File: src/dqc_pkg.sv
`timescale 1ns / 1ps
// ----------------------------------------------------------------------------
// dqc_pkg
// Shared types, codes and defaults for the double-ended queue core.
// ----------------------------------------------------------------------------
package dqc_pkg;

    localparam int unsigned DEPTH_DEFAULT = 16;
    localparam int unsigned WORD_W        = 32;

    typedef logic signed [WORD_W-1:0] word_t;
    typedef logic [1:0]               op_t;
    typedef logic [1:0]               status_t;

    // Operation codes carried by s_op.
    localparam op_t OP_PUSH_FRONT = 2'd0;
    localparam op_t OP_PUSH_BACK  = 2'd1;
    localparam op_t OP_POP_FRONT  = 2'd2;
    localparam op_t OP_POP_BACK   = 2'd3;

    // Status codes carried by m_status.
    localparam status_t ST_OK        = 2'd0;
    localparam status_t ST_UNDERFLOW = 2'd1;
    localparam status_t ST_OVERFLOW  = 2'd2;

    // Word returned for pushes and for pops on an empty queue.
    localparam word_t NEG_ONE = '1;

endpackage

File: src/double_ended_queue_core.sv
`timescale 1ns / 1ps
// ----------------------------------------------------------------------------
// double_ended_queue_core
// Double-ended queue of signed 32-bit words kept in a ring buffer memory.
// ----------------------------------------------------------------------------
//
//  Channel  | Ports                                    | Direction | Handshake
//  ---------+------------------------------------------+-----------+----------
//  request  | s_op, s_push_value                       | in        | s_valid/s_ready
//  result   | m_pop_value, m_status, m_entries_now     | out       | m_valid/m_ready
//
// A push, and any operation that underflows or overflows, loads its result
// into the output register in the cycle after the item is taken.
// A successful pop reads the entry memory into its registered read port, then
// loads the output register; no new item is taken while that read is in flight.
// Reset (aresetn low, synchronous) empties the queue and the output register;
// the entry memory itself is not cleared, since only written entries are read.
// When m_ready is low with a result waiting, s_ready drops and the block holds.
//
// The front entry sits at head_reg; entry k behind it sits at head_reg + k,
// wrapped modulo DEPTH. DEPTH need not be a power of two: every wrap is a
// single compare and subtract, since the sums never reach twice DEPTH.
// ----------------------------------------------------------------------------
module double_ended_queue_core #(
    parameter int unsigned DEPTH = dqc_pkg::DEPTH_DEFAULT,
    localparam int unsigned AW   = $clog2(DEPTH),
    localparam int unsigned CW   = $clog2(DEPTH + 1)
) (
    input  logic                  aclk,
    input  logic                  aresetn,

    input  logic                  s_valid,
    output logic                  s_ready,
    input  dqc_pkg::op_t          s_op,
    input  dqc_pkg::word_t        s_push_value,

    output logic                  m_valid,
    input  logic                  m_ready,
    output dqc_pkg::word_t        m_pop_value,
    output dqc_pkg::status_t      m_status,
    output logic [CW-1:0]         m_entries_now
);

    localparam int unsigned SW = CW + 1;

    // Queue bookkeeping.
    logic [AW-1:0] head_reg, head_next;
    logic [CW-1:0] count_reg, count_next;

    // Set while a pop's memory read is in flight.
    logic pend_reg, pend_next;

    // Output register.
    logic              m_valid_reg, m_valid_next;
    dqc_pkg::word_t    value_reg, value_next;
    dqc_pkg::status_t  status_reg, status_next;
    logic [CW-1:0]     entries_reg, entries_next;

    // Entry memory.
    dqc_pkg::word_t mem [DEPTH];
    dqc_pkg::word_t rd_data_reg;
    logic           wr_en;
    logic [AW-1:0]  wr_addr;
    logic           rd_en;
    logic [AW-1:0]  rd_addr;

    logic             accept;
    logic             empty;
    logic             full;
    logic             pop_ok;
    dqc_pkg::status_t step_status;
    logic [AW-1:0]    front_dec;
    logic [AW-1:0]    front_inc;
    logic [SW-1:0]    back_sum;
    logic [SW-1:0]    last_sum;
    logic [AW-1:0]    back_free;
    logic [AW-1:0]    back_last;
    logic             out_free;

    assign out_free = !m_valid_reg || m_ready;
    assign s_ready  = !pend_reg && out_free;
    assign accept   = s_valid && s_ready;

    assign empty = (count_reg == '0);
    assign full  = (count_reg == CW'(DEPTH));

    // Neighbor indices of the head, wrapped.
    assign front_dec = (head_reg == '0) ? AW'(DEPTH - 1) : head_reg - AW'(1);
    assign front_inc = (head_reg == AW'(DEPTH - 1)) ? '0 : head_reg + AW'(1);

    // Slot behind the last entry and the last entry itself.
    assign back_sum  = SW'(head_reg) + SW'(count_reg);
    assign last_sum  = back_sum - SW'(1);
    assign back_free = (back_sum >= SW'(DEPTH)) ? AW'(back_sum - SW'(DEPTH))
                                                : AW'(back_sum);
    assign back_last = (last_sum >= SW'(DEPTH)) ? AW'(last_sum - SW'(DEPTH))
                                                : AW'(last_sum);

    always_comb begin
        head_next   = head_reg;
        count_next  = count_reg;
        wr_en       = 1'b0;
        wr_addr     = back_free;
        rd_en       = 1'b0;
        rd_addr     = head_reg;
        pop_ok      = 1'b0;
        step_status = dqc_pkg::ST_OK;
        unique case (s_op)
            dqc_pkg::OP_PUSH_FRONT: begin
                if (full) begin
                    step_status = dqc_pkg::ST_OVERFLOW;
                end else begin
                    wr_en      = accept;
                    wr_addr    = front_dec;
                    head_next  = front_dec;
                    count_next = count_reg + CW'(1);
                end
            end
            dqc_pkg::OP_PUSH_BACK: begin
                if (full) begin
                    step_status = dqc_pkg::ST_OVERFLOW;
                end else begin
                    wr_en      = accept;
                    wr_addr    = back_free;
                    count_next = count_reg + CW'(1);
                end
            end
            dqc_pkg::OP_POP_FRONT: begin
                if (empty) begin
                    step_status = dqc_pkg::ST_UNDERFLOW;
                end else begin
                    pop_ok     = 1'b1;
                    rd_en      = accept;
                    rd_addr    = head_reg;
                    head_next  = front_inc;
                    count_next = count_reg - CW'(1);
                end
            end
            dqc_pkg::OP_POP_BACK: begin
                if (empty) begin
                    step_status = dqc_pkg::ST_UNDERFLOW;
                end else begin
                    pop_ok     = 1'b1;
                    rd_en      = accept;
                    rd_addr    = back_last;
                    count_next = count_reg - CW'(1);
                end
            end
            default: begin
                step_status = dqc_pkg::ST_OK;
            end
        endcase
    end

    // Output register: immediate results load on accept, pop data loads once
    // the read returns and the register is free.
    always_comb begin
        pend_next    = pend_reg;
        m_valid_next = m_valid_reg;
        value_next   = value_reg;
        status_next  = status_reg;
        entries_next = entries_reg;
        if (m_ready) begin
            m_valid_next = 1'b0;
        end
        if (accept && !pop_ok) begin
            m_valid_next = 1'b1;
            value_next   = dqc_pkg::NEG_ONE;
            status_next  = step_status;
            entries_next = count_next;
        end else if (accept && pop_ok) begin
            pend_next = 1'b1;
        end else if (pend_reg && out_free) begin
            pend_next    = 1'b0;
            m_valid_next = 1'b1;
            value_next   = rd_data_reg;
            status_next  = dqc_pkg::ST_OK;
            entries_next = count_reg;
        end
    end

    always_ff @(posedge aclk) begin
        if (!aresetn) begin
            head_reg    <= '0;
            count_reg   <= '0;
            pend_reg    <= 1'b0;
            m_valid_reg <= 1'b0;
        end else begin
            if (accept) begin
                head_reg  <= head_next;
                count_reg <= count_next;
            end
            pend_reg    <= pend_next;
            m_valid_reg <= m_valid_next;
        end
    end

    always_ff @(posedge aclk) begin
        value_reg   <= value_next;
        status_reg  <= status_next;
        entries_reg <= entries_next;
    end

    // Entry memory with a registered read port. A push writes at its accept
    // edge; the earliest pop reads at the next edge, after the write has
    // landed, so no bypass is needed.
    always_ff @(posedge aclk) begin
        if (wr_en) begin
            mem[wr_addr] <= s_push_value;
        end
        if (rd_en) begin
            rd_data_reg <= mem[rd_addr];
        end
    end

    assign m_valid       = m_valid_reg;
    assign m_pop_value   = value_reg;
    assign m_status      = status_reg;
    assign m_entries_now = entries_reg;

`ifndef ASSERT_OFF
    // The entry count never exceeds the ring size.
    assert property (@(posedge aclk) disable iff (!aresetn)
        count_reg <= CW'(DEPTH))
        else $error("entry count above DEPTH");

    // No new item is taken while a pop read is in flight.
    assert property (@(posedge aclk) disable iff (!aresetn)
        pend_reg |-> !s_ready)
        else $error("item accepted during pending pop");

    // A pop on a non-empty queue always starts a memory read.
    assert property (@(posedge aclk) disable iff (!aresetn)
        (accept && !empty && (s_op == dqc_pkg::OP_POP_FRONT ||
                              s_op == dqc_pkg::OP_POP_BACK)) |=> pend_reg)
        else $error("pop did not start a read");
`endif

endmodule

File: config.mk
export PLATFORM = sky130hd
export DESIGN_NAME = double_ended_queue_core
export DESIGN_NICKNAME = d
export VERILOG_FILES = /design/src/dqc_pkg.sv /design/src/double_ended_queue_core.sv
export SDC_FILE = /design/constraint.sdc
export NUM_CORES = 1
export LEC_CHECK = 0
export ABC_CLOCK_PERIOD_IN_PS = 8189
export BUFFER_PORTS_ARGS = -buffer_cell sky130_fd_sc_hd__buf_4
export CAP_MARGIN = 40
export CORE_ASPECT_RATIO = 0.5
export CORE_MARGIN = 4
export CORE_UTILIZATION = 56
export CTS_CLUSTER_DIAMETER = 150
export DETAILED_ROUTE_END_ITERATION = 10
export PLACE_DENSITY = 0.73
export SYNTH_ARGS = -nofsm -noshare
export SYNTH_HDL_FRONTEND = slang
export SYNTH_SLANG_ARGS = --single-unit
export TNS_END_PERCENT = 5
File: constraint.sdc
create_clock -name aclk -period 8.19 [get_ports aclk]
set_input_delay 0.4095 -clock aclk [delete_from_list [all_inputs] [get_ports aclk]]
set_output_delay 0.4095 -clock aclk [all_outputs]
set_load 0.02 [all_outputs]
==> reports/qor.txt, run 1 <==
outcome: finished clean
share of cells above drive strength 1: 17.34%
reg2reg setup slack: 3.10 ns
fmax: 0.1963 GHz
pwr/cell area: 261.5 nW/um^2
top cell type's share of synthesized area: 68.70%
number of flops mapped to enable cells by yosys: 551
Core Region: 42,240 um^2
Synth area leaders: edfxtp_1, o211ai_1, mux4_2, dfxtp_1, nand3_1
number of antenna violations at the first check in global routing: 0
Yosys warnings: 0
final slew viol count: 0
antenna fix cells: 0
gr usage total: 26.21%
# setup viols final: 0
Worst Skew: 0.01853 ns
max FFs per register: 512
Yosys reg bits: 594
CTS resizes: 0
Final nets: 1,691
MaxCap Viol Count: 0
P_leak: 0.009349 uW
CP Capture Type: register
Post-CTS Setup Bufs: 0
FF-to-FF path depth: 11
Crit path top cell by count: ha_1
Slew @ Worst Pin: 0.8995 ns
vias in the first global route: 14,420
num ports: 79
RSZ-0062 raised after global routing: no
Most used DFF post-synth: edfxtp_1
sequential area share after synthesis: 72.28%
hold buffers post-CTS: 0
DP Worst Slack: 3.165 ns
Critical Path RT: 8.53 ns
FILL cells: 2,876
critical path class: reg2reg
biggest cell delay along the critical path: 0.82 ns
row cnt: 53
VDD IR-drop max: 0.1550 mV
clk root buf: clkbuf_16
slack of the critical path: 3.096 ns
Post-Syn Instances: 1,587
clk_lat worst skew: 0.61 ns
synthesized net count: 1,634
final HPWL from detailed placement: 30.89 mm
slew margin rel.: 40.03%
Initial Util: 57.01%
clk slew on worst S/H paths: 0.07 ns
commonest non-fill, non-tap cell in the layout: edfxtp_1
Synth area leader: edfxtp_1
gpl congestion: 0.8450
Post-DRT Antenna Nets: 0
first-pass GRT wire length: 90.95 mm
area delta synth->final: 12.05%
Die Wd: 301.3 um
die area: 46,590 um^2
Clock Sinks: 594
count of different cell masters after synthesis: 53
port bufs: 78
crit-path max FO: 72
end of the critical path: rd_data_reg[10]
Worst Path Arrival: 5.43 ns
most frequent cells in the layout: edfxtp_1, o211ai_1, nand3_1
worst r2r src: head_reg[0]
via/cell ratio: 6.466
CTS Buf Count: 50
CP startpoint: head_reg[0]
Tcrit/Tclk final: 62.20%
largest net degree at the start of global routing: 97
CTS Buffer Depth: 3
1st-iter DRT viols: 1,912
synthesized area: 24,080 um^2
Crit Reg-Reg Endpoint: rd_data_reg[10]
Routed WL: 60.78 mm
crit path max-delay cell type: buf_4
Via Count: 14,619
total gr overflow: 0
CTS tree: done
die height: 154.6 um
CP Launch Type: register
syn avg cell area: 15.18 um^2
setup TNS: 0 ns
worst min-delay path category: in2reg
number of H-tree levels: 2
# DRC: 0
min cycle time layout: 5.094 ns
Async S/R FF share, synth: 0%
final hold vios: 0
1st-pass router iterations: 5
worst path cell trace: ha_1 -> fa_1 -> inv_1 -> ha_1 -> xor3_1 -> nand3_4 -> and2_4 -> buf_4 -> mux4_2 -> o21ai_0 -> nand4_1
post-DR wirelength/cell: 26.88 um
[Yosys cell counts, drive strengths merged, types with 2 or more instances]
master and n:
a21boi 2, o32ai 4, o211a 2, nand3b 3, and2 3, nand2b 2, ha 8, inv 140
xor2 3, a211oi 2, nand4 32, nor4b 2, nor2 32, mux4 64, xnor3 3, a21o 2
a21oi 14, nand3 167, dfxtp 43, nor2b 6, clkbuf 77, or3 2, o211ai 193, edfxtp 551
mux2 6, nor3 5, buf 34, mux2i 5, a31oi 3, o21ai 76, nand2 87, xnor2 4
[final cells by class]
class	instances	area, um^2	share of cell area [%]
clock buffer	60	1310	4.855
clock inverter	32	269.0	0.9969
inverter	140	525.5	1.947
multi-input combinational	742	5841	21.64
sequential	594	17410	64.51
tap	577	721.9	2.675
timing repair buffer	116	910.9	3.376
[how the worst min path moves through the flow]
stage | from | endpoint | slack (ns) | cells after the start
4_1_cts | s_push_value[4] | mem[5][4] | 0.08 | 1
3_3_place_gp | rd_data_reg[19] | m_pop_value[19] | 0.44 | 2
3_5_place_dp | rd_data_reg[28] | m_pop_value[28] | 0.45 | 2
2_1_floorplan | rd_data_reg[0] | m_pop_value[0] | 0.43 | 2
6_report | s_push_value[7] | mem[5][7] | 0.10 | 1
5_1_grt | s_push_value[3] | mem[10][3] | 0.10 | 1
[power by group]
part / switching [uW] / internal [uW]
Combinational: 747 / 438
Clock: 1080 / 1270
Sequential: 58.6 / 3460
Total: 1880 / 5170
[logic make-up after synthesis]
family	after synthesis	share of synthesized area (%)
and+or+nand+nor	345	6.988
xor gates and xnor gates	11	0.6338
adders and majority gates	9	0.4988
muxes	75	6.473
DFF	594	72.28
AOI/OAI and AO/OA	302	8.609
buffers and inverters	251	4.520
[critical path: cells and delay by family (launching register included)]
family,cells,cell delay [ns]
AO/OA/AOI/OAI,1,0.10
XOR/XNOR,1,0.44
adder cells (fa/ha/maj),3,0.85
buffers and inverters,2,0.92
flip-flops,1,0.55
multiplexers,1,0.41
AND/OR/NAND/NOR,3,1.48
[metal layers]
metal / vias to the layer above / GRT usage [%] / wire length (um)
li1: 6248 / - / -
met1: 7321 / 37.20 / 23260
met2: 910 / 42.20 / 28920
met3: 140 / 4.222 / 6807
met4: 0 / 8.517 / 1799
met5: - / 0 / 0
[stage by stage]
step | hold slack (ns) | power, uW | util (%) | cells | area, um^2
finish | 0.1021 | 7056 | 63.88 | 2261 | 26980
global route | 0.1037 | 7294 | 63.88 | 2261 | 26980
CTS | 0.08398 | 7061 | 63.88 | 2261 | 26980
detailed placement | 0.4464 | 4761 | 60.14 | 2169 | 25410
global placement | 0.4434 | 4701 | 60.02 | 2166 | 25360
floorplan | 0.4333 | 4359 | - | 1587 | 24080
No activity file was read; power rests on OpenSTA's default activity.
==> run 2, diff against run 1 <==
--- a/config.mk
+++ b/config.mk
@@ -5,7 +5,7 @@
 export SDC_FILE = /design/constraint.sdc
 export NUM_CORES = 1
 export LEC_CHECK = 0
-export ABC_CLOCK_PERIOD_IN_PS = 8189
+export ABC_CLOCK_PERIOD_IN_PS = 4430
 export BUFFER_PORTS_ARGS = -buffer_cell sky130_fd_sc_hd__buf_4
 export CAP_MARGIN = 40
 export CORE_ASPECT_RATIO = 0.5
@@ -13,7 +13,7 @@
 export CORE_UTILIZATION = 56
 export CTS_CLUSTER_DIAMETER = 150
 export DETAILED_ROUTE_END_ITERATION = 10
-export PLACE_DENSITY = 0.73
+export PLACE_DENSITY = 0.76
 export SYNTH_ARGS = -nofsm -noshare
 export SYNTH_HDL_FRONTEND = slang
 export SYNTH_SLANG_ARGS = --single-unit
==> constraint.sdc (replaced) <==
create_clock -name aclk -period 4.43 [get_ports aclk]
set_input_delay 0.2215 -clock aclk [delete_from_list [all_inputs] [get_ports aclk]]
set_output_delay 0.2215 -clock aclk [all_outputs]
set_load 0.02 [all_outputs]
==> run 2 against run 1 <==
Net effect: wire length down 1.5%; maximum frequency rose by 34%; first-iteration DRC count up 11%; count of clock-buffer cells in the layout is 11 higher; sequential power up 85%; power is 85% higher; largest cell class unchanged.
==> reports/qor.txt, run 2 (synthesis results as in run 1) <==
Crit path top cell by count: ha_1
Worst Path Arrival: 4.10 ns
FILL cells: 2,778
area delta synth->final: 14.18%
gpl congestion: 0.8302
setup TNS: 0 ns
most frequent cells in the layout: edfxtp_1, o211ai_1, nand3_1
Post-CTS Setup Bufs: 0
CP Capture Type: register
first-pass GRT wire length: 91.27 mm
die height: 154.6 um
1st-pass router iterations: 5
Routed WL: 59.88 mm
post-DR wirelength/cell: 26.01 um
MaxCap Viol Count: 0
commonest non-fill, non-tap cell in the layout: edfxtp_1
biggest cell delay along the critical path: 0.56 ns
clk root buf: clkbuf_16
busiest grt layer: met2
max FFs per register: 512
Critical Path RT: 4.74 ns
final slew viol count: 0
final HPWL from detailed placement: 32.70 mm
Die Wd: 301.3 um
outcome: finished clean
CTS Buffer Depth: 3
grt met1 use: 35.76%
slack of the critical path: 0.6377 ns
via/cell ratio: 6.393
DP Worst Slack: 0.7531 ns
crit-path max FO: 52
pwr/cell area: 475.8 nW/um^2
Via Count: 14,717
die area: 46,590 um^2
Core Region: 42,240 um^2
CTS tree: done
row cnt: 53
Slew @ Worst Pin: 0.9561 ns
worst path cell trace: ha_1 -> fa_1 -> inv_1 -> ha_1 -> xor3_1 -> nand3_4 -> and2_4 -> buf_12 -> mux4_2 -> o21ai_0 -> nand4_1
Worst Skew: 0.03352 ns
gr usage total: 25.93%
WP buf/inv: 2
Initial Util: 57.01%
crit path max-delay cell type: dfxtp_1
min cycle time layout: 3.792 ns
fmax: 0.2637 GHz
final hold vios: 0
family with the most delay on the worst path: adder cells
worst min-delay path category: in2reg
vias in the first global route: 14,933
# setup viols final: 0
clk slew on worst S/H paths: 0.07 ns
Tcrit/Tclk final: 85.60%
largest net degree at the start of global routing: 129
1st-iter DRT viols: 2,124
number of H-tree levels: 2
antenna fix cells: 0
M2 GR Usage: 41.70%
clk_lat worst skew: 0.59 ns
CP Launch Type: register
number of antenna violations at the first check in global routing: 0
CTS Buf Count: 50
global routing usage on met3: 5.611%
VDD IR-drop max: 0.3323 mV
slew margin rel.: 36.26%
share of cells above drive strength 1: 17.33%
total gr overflow: 0
RSZ-0062 raised after global routing: no
critical path class: reg2reg
Final nets: 1,732
P_leak: 0.009555 uW
port bufs: 78
Post-DRT Antenna Nets: 0
Clock Sinks: 594
# DRC: 0
num ports: 79
-- run 2: changes by cell type in the layout (fill, tap and decap cells not counted), sizes merged --
cell         before  now
buf             116  124
bufinv            4    3
clkbuf           60   71
clkinv           25   14
clkinvlp          1    2
dlygate4sd3       0   33
-- run 2: path summary, 6_finish.rpt --
kind	end	cells after the start	slack (ns)	from
worst max-delay path	rd_data_reg[7]	11	0.64	head_reg[0]
worst min-delay path	pend_reg	4	0.03	m_ready
worst min register to register	m_pop_value[26]	2	0.46	rd_data_reg[26]
worst max register to register	rd_data_reg[7]	11	0.64	head_reg[0]
-- run 2: repair_timing --
item | in CTS | in global routing
hold buffers | 33 | 0
resized for setup | 0 | 0
hold endpoints to repair | 523 | 0
-- run 2: per-stage QoR --
step	area, um^2	instances	utilization (%)	hold slack [ns]	power, uW
6_report	27500	2302	65.10	0.03361	13080
4_1_cts	27500	2302	65.10	0.02321	13090
3_3_place_gp	25590	2177	60.58	0.4376	8737
2_1_floorplan	24080	1587	-	0.3204	8059
5_1_grt	27500	2302	65.10	0.04900	13540
3_5_place_dp	25590	2177	60.58	0.4419	8827
-- run 2: cell type report --
type	count	area, um^2	share of cell area (%)
inverter	140	525.5	1.911
multi-input combinational	742	5841	21.24
timing repair buffer	157	1424	5.178
clock buffer	71	1370	4.982
tap	577	721.9	2.625
clock inverter	21	210.2	0.7644
sequential	594	17410	63.30
-- run 2: where the power goes --
group / internal (uW) / leakage [uW] / total, uW / switching, uW
Combinational: 866 / 0.00346 / 2260 / 1390
Sequential: 6400 / 0.00533 / 6510 / 104
Clock: 2340 / 0.000765 / 4320 / 1970
-- run 2: tightest hold or removal path, stage by stage --
cell,delay [ns]
buf_4,0.08
nor2b_1,0.07
a21oi_1,0.14
nor2b_1,0.05
-- run 2: routing by layer --
layer,vias to the layer above,wire [um]
li1,6339,-
met1,7287,22360
met2,943,28620
met3,148,7030
met4,0,1863
met5,-,0
